$ cat src/rtl/core/mnop_pkg.sv
// Package for the MIDI note pairing core: table sizes, request codes and
// the entry and control types shared by the cell row and the top level.
// No dependencies.
package mnop_pkg;

    localparam int MAX_OPEN  = 64;
    localparam int TICK_BITS = 32;
    localparam int NOTE_BITS = 7;
    localparam int CHAN_BITS = 4;

    localparam logic [1:0] REQ_NOTE_ON  = 2'd0;
    localparam logic [1:0] REQ_NOTE_OFF = 2'd1;

    typedef logic [TICK_BITS-1:0] t_tick;

    typedef struct packed {
        logic [NOTE_BITS-1:0] note;
        logic [CHAN_BITS-1:0] chan;
        t_tick                tick;
    } t_entry;

    // Broadcast to every cell of the row.
    typedef struct packed {
        logic                 push;  // shift toward the old end, new entry at cell 0
        logic                 pull;  // close the gap at the first hit
        logic                 cmp;   // latch the per-cell match against key
        logic [NOTE_BITS-1:0] note;
        logic [CHAN_BITS-1:0] chan;
    } t_cell_ctrl;

endpackage

$ cat src/rtl/core/mnop_cell.sv
// One cell of the open-note row: holds one entry, its valid bit and a match
// flag. Depends on mnop_pkg.
module mnop_cell (
    input  logic                i_clk,
    input  logic                i_rst_n,
    input  mnop_pkg::t_cell_ctrl i_ctrl,
    input  mnop_pkg::t_entry    i_left,
    input  logic                i_left_valid,
    input  mnop_pkg::t_entry    i_right,
    input  logic                i_right_valid,
    input  logic                i_hit,
    output mnop_pkg::t_entry    o_entry,
    output logic                o_valid,
    output logic                o_hit,
    output logic                o_first,
    output mnop_pkg::t_tick     o_sel_tick
);

    mnop_pkg::t_entry r_entry;
    logic             r_valid;
    logic             r_match;

    // A newer hit exists at or before this cell: take the older neighbor.
    assign o_hit      = i_hit | r_match;
    assign o_first    = r_match & ~i_hit;
    assign o_sel_tick = o_first ? r_entry.tick : '0;
    assign o_entry    = r_entry;
    assign o_valid    = r_valid;

    always_ff @(posedge i_clk) begin
        if (!i_rst_n) begin
            r_valid <= 1'b0;
            r_match <= 1'b0;
        end else begin
            if (i_ctrl.push) begin
                r_valid <= i_left_valid;
            end else if (i_ctrl.pull && o_hit) begin
                r_valid <= i_right_valid;
            end
            if (i_ctrl.cmp) begin
                r_match <= r_valid && (r_entry.note == i_ctrl.note)
                           && (r_entry.chan == i_ctrl.chan);
            end
        end
    end

    always_ff @(posedge i_clk) begin
        if (i_ctrl.push) begin
            r_entry <= i_left;
        end else if (i_ctrl.pull && o_hit) begin
            r_entry <= i_right;
        end
    end

endmodule

$ cat config.mk
export PLATFORM = sky130hd
export DESIGN_NAME = mnop_cell
export DESIGN_NICKNAME = d
export VERILOG_FILES = /design/src/rtl/core/mnop_pkg.sv /design/src/rtl/core/mnop_cell.sv
export SDC_FILE = /design/constraint.sdc
export NUM_CORES = 1
export LEC_CHECK = 0
export ABC_AREA = 1
export BUFFER_PORTS_ARGS = -buffer_cell sky130_fd_sc_hd__buf_2
export CAP_MARGIN = 20
export CORE_MARGIN = 3
export CORE_UTILIZATION = 43
export DETAILED_ROUTE_END_ITERATION = 6
export PLACE_DENSITY = 0.82
export SETUP_SLACK_MARGIN = 0.3
export SYNTH_ARGS = -nofsm -noshare
export SYNTH_HDL_FRONTEND = slang
export SYNTH_SLANG_ARGS = --single-unit
export TNS_END_PERCENT = 20
$ cat constraint.sdc
create_clock -name i_clk -period 3.5 [get_ports i_clk]
set_clock_uncertainty 0.05 [all_clocks]
set_input_delay 0.175 -clock i_clk [delete_from_list [all_inputs] [get_ports i_clk]]
set_output_delay 0.175 -clock i_clk [all_outputs]
set_load 0.005 [all_outputs]
# == After elaboration in Yosys (flattened, before gate mapping) ==
# Index checks and enable logic that the tools add are counted.
# totals
reg_bits,45
out_inout_bits,78
elab_cells,19
# op_classes
n_eq_ne,2
mux,5
bitwise,3
reduce_logical,4
# op_table
op,count
two-way mux 43 bit,2
two-way mux 32 bit,1
equality test 7 bit,1
equality test 4 bit,1
logical AND 1 bit,3
two-way mux 1 bit,2
nonzero test 2 bit,1
bitwise AND 1 bit,1
NOT 1 bit,1
OR 1 bit,1

# == Logic depth before layout (Yosys ltp) ==
# Gate-level depths: netlist of run 1.
# logic_depth
depth_word,4
mapped_depth,8

# == Least setup slack after synthesis of run 1 ==
# OpenSTA, ideal clock, no wires.
# synth_timing
path_kind,register to register
start,register r_match
end,"register r_entry (netlist bit o_entry[0]), enable pin"
setup_time_ns,0.401
arrival_ns,1.407
t_required_ns,3.049
setup_slack_ns,1.642
stages_incl_launch_ff,3
n_path_buf,0
synth_period_minus_slack_ns,1.858
path_cell_list,dfxtp_1 -> or2_1 -> a21o_1
# synth_between
elab_chain_cells,3
# synth_rtl
element,line,rtl
"start, declared",mnop_cell.sv:21,logic r_match;
"start signal, assigned",mnop_cell.sv:41,r_match <= r_valid && (r_entry.note == i_ctrl.note)
OR 1 bit,mnop_cell.sv:24,assign o_hit = i_hit | r_match;
named net o_hit,mnop_cell.sv:14,"output logic o_hit,"
logical AND 1 bit,mnop_cell.sv:50,end else if (i_ctrl.pull && o_hit) begin
nonzero test 2 bit (no source line),--,
"end signal, assigned",mnop_cell.sv:49,r_entry <= i_left;
"end signal, assigned",mnop_cell.sv:51,r_entry <= i_right;
"end, declared",mnop_cell.sv:19,mnop_pkg::t_entry r_entry;
# The timed path passes the listed nets, and every way through them passes these cells.
# A chain may end at the register's enable or synchronous reset.

# == Final worst setup path of run 1 ==
# layout_timing
start,register r_match
end,output port o_sel_tick[18]
# layout_between
elab_chain_cells,2
# layout_rtl
element,line,rtl
bitwise AND 1 bit,mnop_cell.sv:25,assign o_first = r_match & ~i_hit;
two-way mux 32 bit,mnop_cell.sv:26,assign o_sel_tick = o_first ? r_entry.tick : '0;
"end, declared",mnop_cell.sv:16,output mnop_pkg::t_tick o_sel_tick
# No other way between the ends.

==> results of run 1 <==
-- sequential cells by signal, indices dropped and copies added (netlist names) --
name / count
o_entry: 43
o_valid: 1
r_match: 1
-- cell usage after synthesis, drive strengths merged --
| cell type | count | area share (%) |
|---|---|---|
| a21o | 1 | 0.30 |
| mux2i | 1 | 0.41 |
| dfxtp | 2 | 1.6 |
| nand2 | 36 | 5.5 |
| buf | 8 | 3.5 |
| mux2 | 43 | 20 |
| inv | 60 | 9.1 |
| nor2 | 38 | 5.8 |
| o21ai | 1 | 0.36 |
| a21oi | 2 | 0.41 |
| nand3 | 2 | 0.41 |
| or2 | 2 | 0.51 |
| edfxtp | 43 | 52 |
-- metal layers --
layer	part of all wire (%)	routed length (um)	global-route usage (%)
met4	1.0	64	5.65
met3	8.7	545	4.61
met5	0	0	0
met1	36	2220	19.2
met2	55	3420	35.0
-- final cells by class --
type | instances | share of cell area [%]
repair buffers | 183 | 26.5
clock inverters | 1 | 0.216
inverters | 60 | 6.49
clock buffers | 7 | 2.20
well taps | 70 | 2.53
flip-flops and latches | 45 | 38.4
multi-input cells | 126 | 23.7
-- power by group through the flow --
stage / Combinational [uW] / Clock, uW / Sequential [uW]
floorplan: 96.6 / 0 / 684
global placement: 207 / 0 / 680
detailed placement: 215 / 0 / 682
CTS: 216 / 313 / 671
global route: 238 / 334 / 676
finish: 211 / 306 / 670
-- final timing paths --
check	startpoint	endpoint	cells past startpoint
worst min-delay path	i_rst_n	r_match	3
worst max register to register	r_match	o_entry[38]	2
worst min register to register	o_valid	o_valid	2
worst max-delay path	r_match	o_sel_tick[18]	5
-- cell families (layout without fill, tap and decap cells) --
group,Yosys count,in the layout
flip-flops,45,45
buffers and inverters,68,251
AND/OR/NAND/NOR,78,78
AO/OA/AOI/OAI,4,4
multiplexers,44,44
-- worst max-delay path, delay by kind of cell (launching register included) --
family / cells / cell delay, ns
DFF: 1 / 0.31
buffers and inverters: 3 / 0.92
and+or+nand+nor: 2 / 0.15
-- per-stage QoR --
stage	utilization, %	instance area (um2)
floorplan	-	2460
global placement	63.4	3380
detailed placement	63.4	3380
CTS	65.0	3470
global route	65.0	3470
finish	65.0	3470
-- cells in the final DEF (no fill, tap or decap), drive strengths merged, types with 2 or more instances in the layout --
cell type	instances
dfxtp	2
mux2	43
clkbuf	7
nand2	36
a21oi	2
buf	183
or2	2
nand3	2
edfxtp	43
nor2	38
inv	60
==> summary.txt, run 1 <==
Run status
  – Outcome: finished clean

STA
  – Final worst setup slack: ~1.6 ns
  – Fmax: about 530 MHz
  – Fin. max-slew vios: 0
  – Hold_ws: ~0.061 ns
  – Final Hold Vio Count: 0
  – Slew @ Worst Pin: 0.975 ns
  – Crit share post-route: 54.4%
  – RSZ-0062 raised after global routing: no
  – Tmin final: ~1.9 ns
  – Slew HR: between 30% and 40%
  – Final TNS setup: 0 ns
  – Final setup fails: 0

Final layout
  – Synthesis-to-finish area growth: 40.8%
  – Fillers: ~460
  – Post-route insts no fill: 492
  – Nets@finish: between 500 and 600
  – Layout cell share with drive strength beyond 1: a little under three fifths
  – Register area: 1330 um2
  – Antenna cell count: 0
  – Multi-input gate area: about 820 um2

Clock network
  – Cts bufs inserted: 5
  – Root Driver: clkbuf_8
  – Clock-pin slew on the worst setup and hold paths: approximately 0.08 ns
  – Post-cts gate resize count: 0
  – Post-CTS Setup Inserts: 0
  – Hold_buf cts: 0
  – H-tree depth: 2
  – TritonCTS clock tree: built
  – Clock Path Buffers: 2
  – Sink Count: between 40 and 50
  – Clk_lat worst skew: about 0.29 ns

Setup path
  – Crit. End Element: output port
  – Crit Path Category: reg -> out
  – Crit path max-delay cell type: inv_1
  – Critical Path AT: around 1.7 ns
  – CP Cell Sequence: inv_1 > nor2_1 > inv_1 > nor2_1 > buf_2
  – Worst path max stage delay: a little under 0.7 ns
  – Maximum fanout along the worst path: 32
  – Reg-to-reg setup timing slack: roughly 1.9 ns
  – Worst path required time: between 3 and 4 ns
  – Worst setup SP type: register

Pwr
  – Clk pwr share: about a quarter
  – Combinational share of power: between 10% and 20%
  – Int Pwr: 905 uW
  – Switching power: around 280 uW
  – Seq pwr share: between 50% and 60%
  – PwrDens: about 340 nW/um2
  – Switching fraction of total power: a little under a quarter
  – PnR Total Power: ~1200 uW
  – VDD IR-drop max: roughly 0.21 mV
  – Lkg Pwr: between 0.0015 and 0.002 uW

Logic synthesis
  – Net Count, Synth: ~340
  – Simple-gate share of the synthesized area: between 10 and 15%
  – Instance count of the mapped netlist: 239
  – Avg Cell Area, Syn: between 10 and 15 um2
  – Register area share after synthesis: between 50% and 60%
  – Post-Syn Area: 2460 um2
  – Synth Area in Compound Gates: 1.07%
  – Synth cell types: 15
  – Ys Warns: 0
  – Yosys reg bits: 45
  – Multiplexer share of the synthesized area: around a fifth
  – Combinational family with the most area after synthesis: multiplexers
  – Synth Area in Adders: 0%
  – Post-Synth XOR/XNOR Area: 0%

Placement
  – Post-Place Worst Slack: ~1.8 ns
  – GP Congestion: 0.733
  – I/O Buffers: ~180
  – Detail Placement HPWL: 4.98 mm
  – Dpl cells: 484

Routing
  – Remaining antenna violation count: 0
  – DRT iter0 DRCs: 96
  – Total number of vias: 2184
  – Drt first pass iters: 4
  – Avg WL per Cell: between 10 and 15 um
  – Final WL: 6.24 mm
  – DRC viols: 0
  – Vias per Instance: approximately 4.4

Floorplan
  – Row Count: 26
  – Die area: 6670 um2
  – Initial Util: 46.2%
  – Die W: approximately 80 um
  – Core area: ~5300 um2
  – Chip height: 81.7 um
  – I/O pins: 183

Global routing
  – First-pass GRT wire length: slightly above 9 mm
  – Initial antenna violation count: 0
  – Vias in the first global route: around 2.1k
  – GRT Residual Overflow: 0
  – Pin count of the biggest net entering global routing: 46
  – Tot GR Track Use: around 18%

Worst hold path
  – Hold crit path type: in -> reg

Job
  – Max-Cap Viols: 0
(Power assumes the default switching activity.)
==> run 2: changes to the inputs <==
--- a/config.mk
+++ b/config.mk
@@ -9,9 +9,9 @@
 export BUFFER_PORTS_ARGS = -buffer_cell sky130_fd_sc_hd__buf_2
 export CAP_MARGIN = 20
 export CORE_MARGIN = 3
-export CORE_UTILIZATION = 43
+export CORE_UTILIZATION = 41
 export DETAILED_ROUTE_END_ITERATION = 6
-export PLACE_DENSITY = 0.82
+export PLACE_DENSITY = 0.78
 export SETUP_SLACK_MARGIN = 0.3
 export SYNTH_ARGS = -nofsm -noshare
 export SYNTH_HDL_FRONTEND = slang
==> constraint.sdc (replaced) <==
create_clock -name i_clk -period 1.8 [get_ports i_clk]
set_clock_uncertainty 0.05 [all_clocks]
set_input_delay 0.09 -clock i_clk [delete_from_list [all_inputs] [get_ports i_clk]]
set_output_delay 0.09 -clock i_clk [all_outputs]
set_load 0.005 [all_outputs]
==> summary.txt, run 2 (synthesized netlist as in run 1, its figures left out) <==
Setup path
  – Crit path max-delay cell type: dfxtp_2
  – Crit Path Category: reg -> out
  – Maximum fanout along the worst path: 9
  – CP Cell Sequence: inv_2 > nor2_4 > clkinvlp_4 > buf_6 > nor2_1 > buf_2
  – Critical Path AT: around 1.4 ns
  – Worst path max stage delay: roughly 0.33 ns
  – Worst path required time: about 1.7 ns
  – Crit. End Element: output port
  – Worst setup SP type: register

Final layout
  – Nets@finish: 533
  – Commonest non-fill, non-tap cells in the layout: 182 x buf_2, 58 x inv_1, 43 x mux2_2, 43 x edfxtp_1, 36 x nand2_1
  – Max reg flops: 43
  – Synthesis-to-finish area growth: 46.1%
  – Most common cell after layout, fill and taps aside: buf_2
  – Antenna cell count: 0
  – Layout cell share with drive strength beyond 1: between 50% and 60%

Placement
  – GP Congestion: around 0.86
  – Detail Placement HPWL: around 4.8 mm
  – I/O Buffers: 182

STA
  – Tmin final: ~1.5 ns
  – Crit share post-route: between 80% and 90%
  – Final TNS setup: 0 ns
  – Slew @ Worst Pin: 0.544 ns
  – Slew HR: a little under two thirds
  – Final setup fails: 0
  – Hold_ws: approximately 0.026 ns
  – Fin. max-slew vios: 0
  – Final Hold Vio Count: 0
  – Fmax: between 600 and 700 MHz
  – RSZ-0062 raised after global routing: yes

Routing
  – Drt first pass iters: 4
  – Final WL: 6.44 mm
  – Avg WL per Cell: approximately 13 um
  – Remaining antenna violation count: 0
  – DRC viols: 0
  – Total number of vias: roughly 2.2k
  – Vias per Instance: 4.40
  – DRT iter0 DRCs: 68

Clock network
  – H-tree depth: 2
  – Cts bufs inserted: 5
  – TritonCTS clock tree: built
  – Clock Path Buffers: 2
  – Root Driver: clkbuf_8
  – Clk_lat worst skew: roughly 0.29 ns
  – Clock-pin slew on the worst setup and hold paths: around 0.070 ns
  – Sink Count: 45

Global routing
  – Pin count of the biggest net entering global routing: 46
  – Tot GR Track Use: 18.5%
  – GRT Residual Overflow: 0
  – Gr busiest metal: met2
  – GRT met1 Usage: about a fifth
  – Met2 Resource Use GR: between 30% and 40%
  – Vias in the first global route: ~2.3k
  – Met3 Use GR: 4.05%
  – First-pass GRT wire length: around 10 mm
  – Initial antenna violation count: 0

Floorplan
  – I/O pins: 183
  – Core area: 5680 um2
  – Die area: approximately 7000 um2
  – Initial Util: between 40% and 50%
  – Row Count: 27
  – Die W: ~84 um
  – Chip height: 83.5 um

Pwr
  – VDD IR-drop max: 0.347 mV
  – Lkg Pwr: about 0.002 uW
  – PwrDens: approximately 640 nW/um2

Run status
  – Outcome: finished clean

Worst hold path
  – Hold crit path type: in -> reg

Job
  – Max-Cap Viols: 0
-- run 2: changes by cell type in the layout (fill, tap and decap cells not counted), moves of 2 or more --
cell / delta
buf_6: +5
inv_1: -2
nor2_1: -12
nor2_2: +11
-- run 2: layout make-up --
| type | instances | area [um2] |
|---|---|---|
| fillers | 473 | 2080 |
| flip-flops and latches | 45 | 1330 |
| repair buffers | 189 | 997 |
| multi-input cells | 126 | 863 |
| inverters | 60 | 229 |
| well taps | 72 | 90.1 |
| clock buffers | 8 | 80.1 |
| repair inverters | 1 | 7.51 |
-- run 2: critical path: cells and delay by family, from the launching register on --
family / cells / cell delay, ns
and+or+nand+nor: 2 / 0.28
DFF: 1 / 0.33
buffers and inverters: 4 / 0.45
-- run 2: worst paths after layout --
| path | start | endpoint | slack [ns] | depth (start not counted) |
|---|---|---|---|---|
| setup / recovery | r_match | o_sel_tick[7] | 0.31 | 6 |
| hold / removal | i_ctrl[11] | r_match | 0.03 | 3 |
| setup reg to reg | r_match | o_valid | 0.40 | 4 |
| hold reg to reg | r_match | r_match | 0.52 | 3 |
-- run 2: power by group --
part / leakage, uW / total, uW / switching (uW) / internal, uW
Combinational: 0.00149 / 426 / 190 / 236
Sequential: 0.000447 / 1300 / 46.7 / 1250
Clock: 0.0000395 / 580 / 304 / 276
Total: 0.00198 / 2310 / 540 / 1770
-- run 2: repair_timing --
item	in CTS	in global routing
endpoints found under the setup margin	76	32
setup buffers	5	0
endpoints found under the hold margin	2	0
pin swaps	0	1
hold buffers	1	0
resized for setup	6	17
gates cloned	1	0
-- run 2: layer usage --
| metal | share of wire (%) | up-vias |
|---|---|---|
| li1 | - | 1123 |
| met1 | 37 | 968 |
| met2 | 53 | 107 |
| met3 | 7.8 | 8 |
| met4 | 1.4 | 0 |
| met5 | 0 | - |
-- run 2: through the flow --
stage	instances	worst slack (ns)	util, %	power, uW	cell area [um2]
after floorplan	239	0.325	-	1520	2460
after global placement	486	0.172	59.9	1730	3400
after global routing	501	0.184	63.4	2430	3600
after detailed placement	486	0.115	59.9	1750	3400
after CTS	501	0.263	62.7	2330	3560
final	501	0.313	63.4	2310	3600
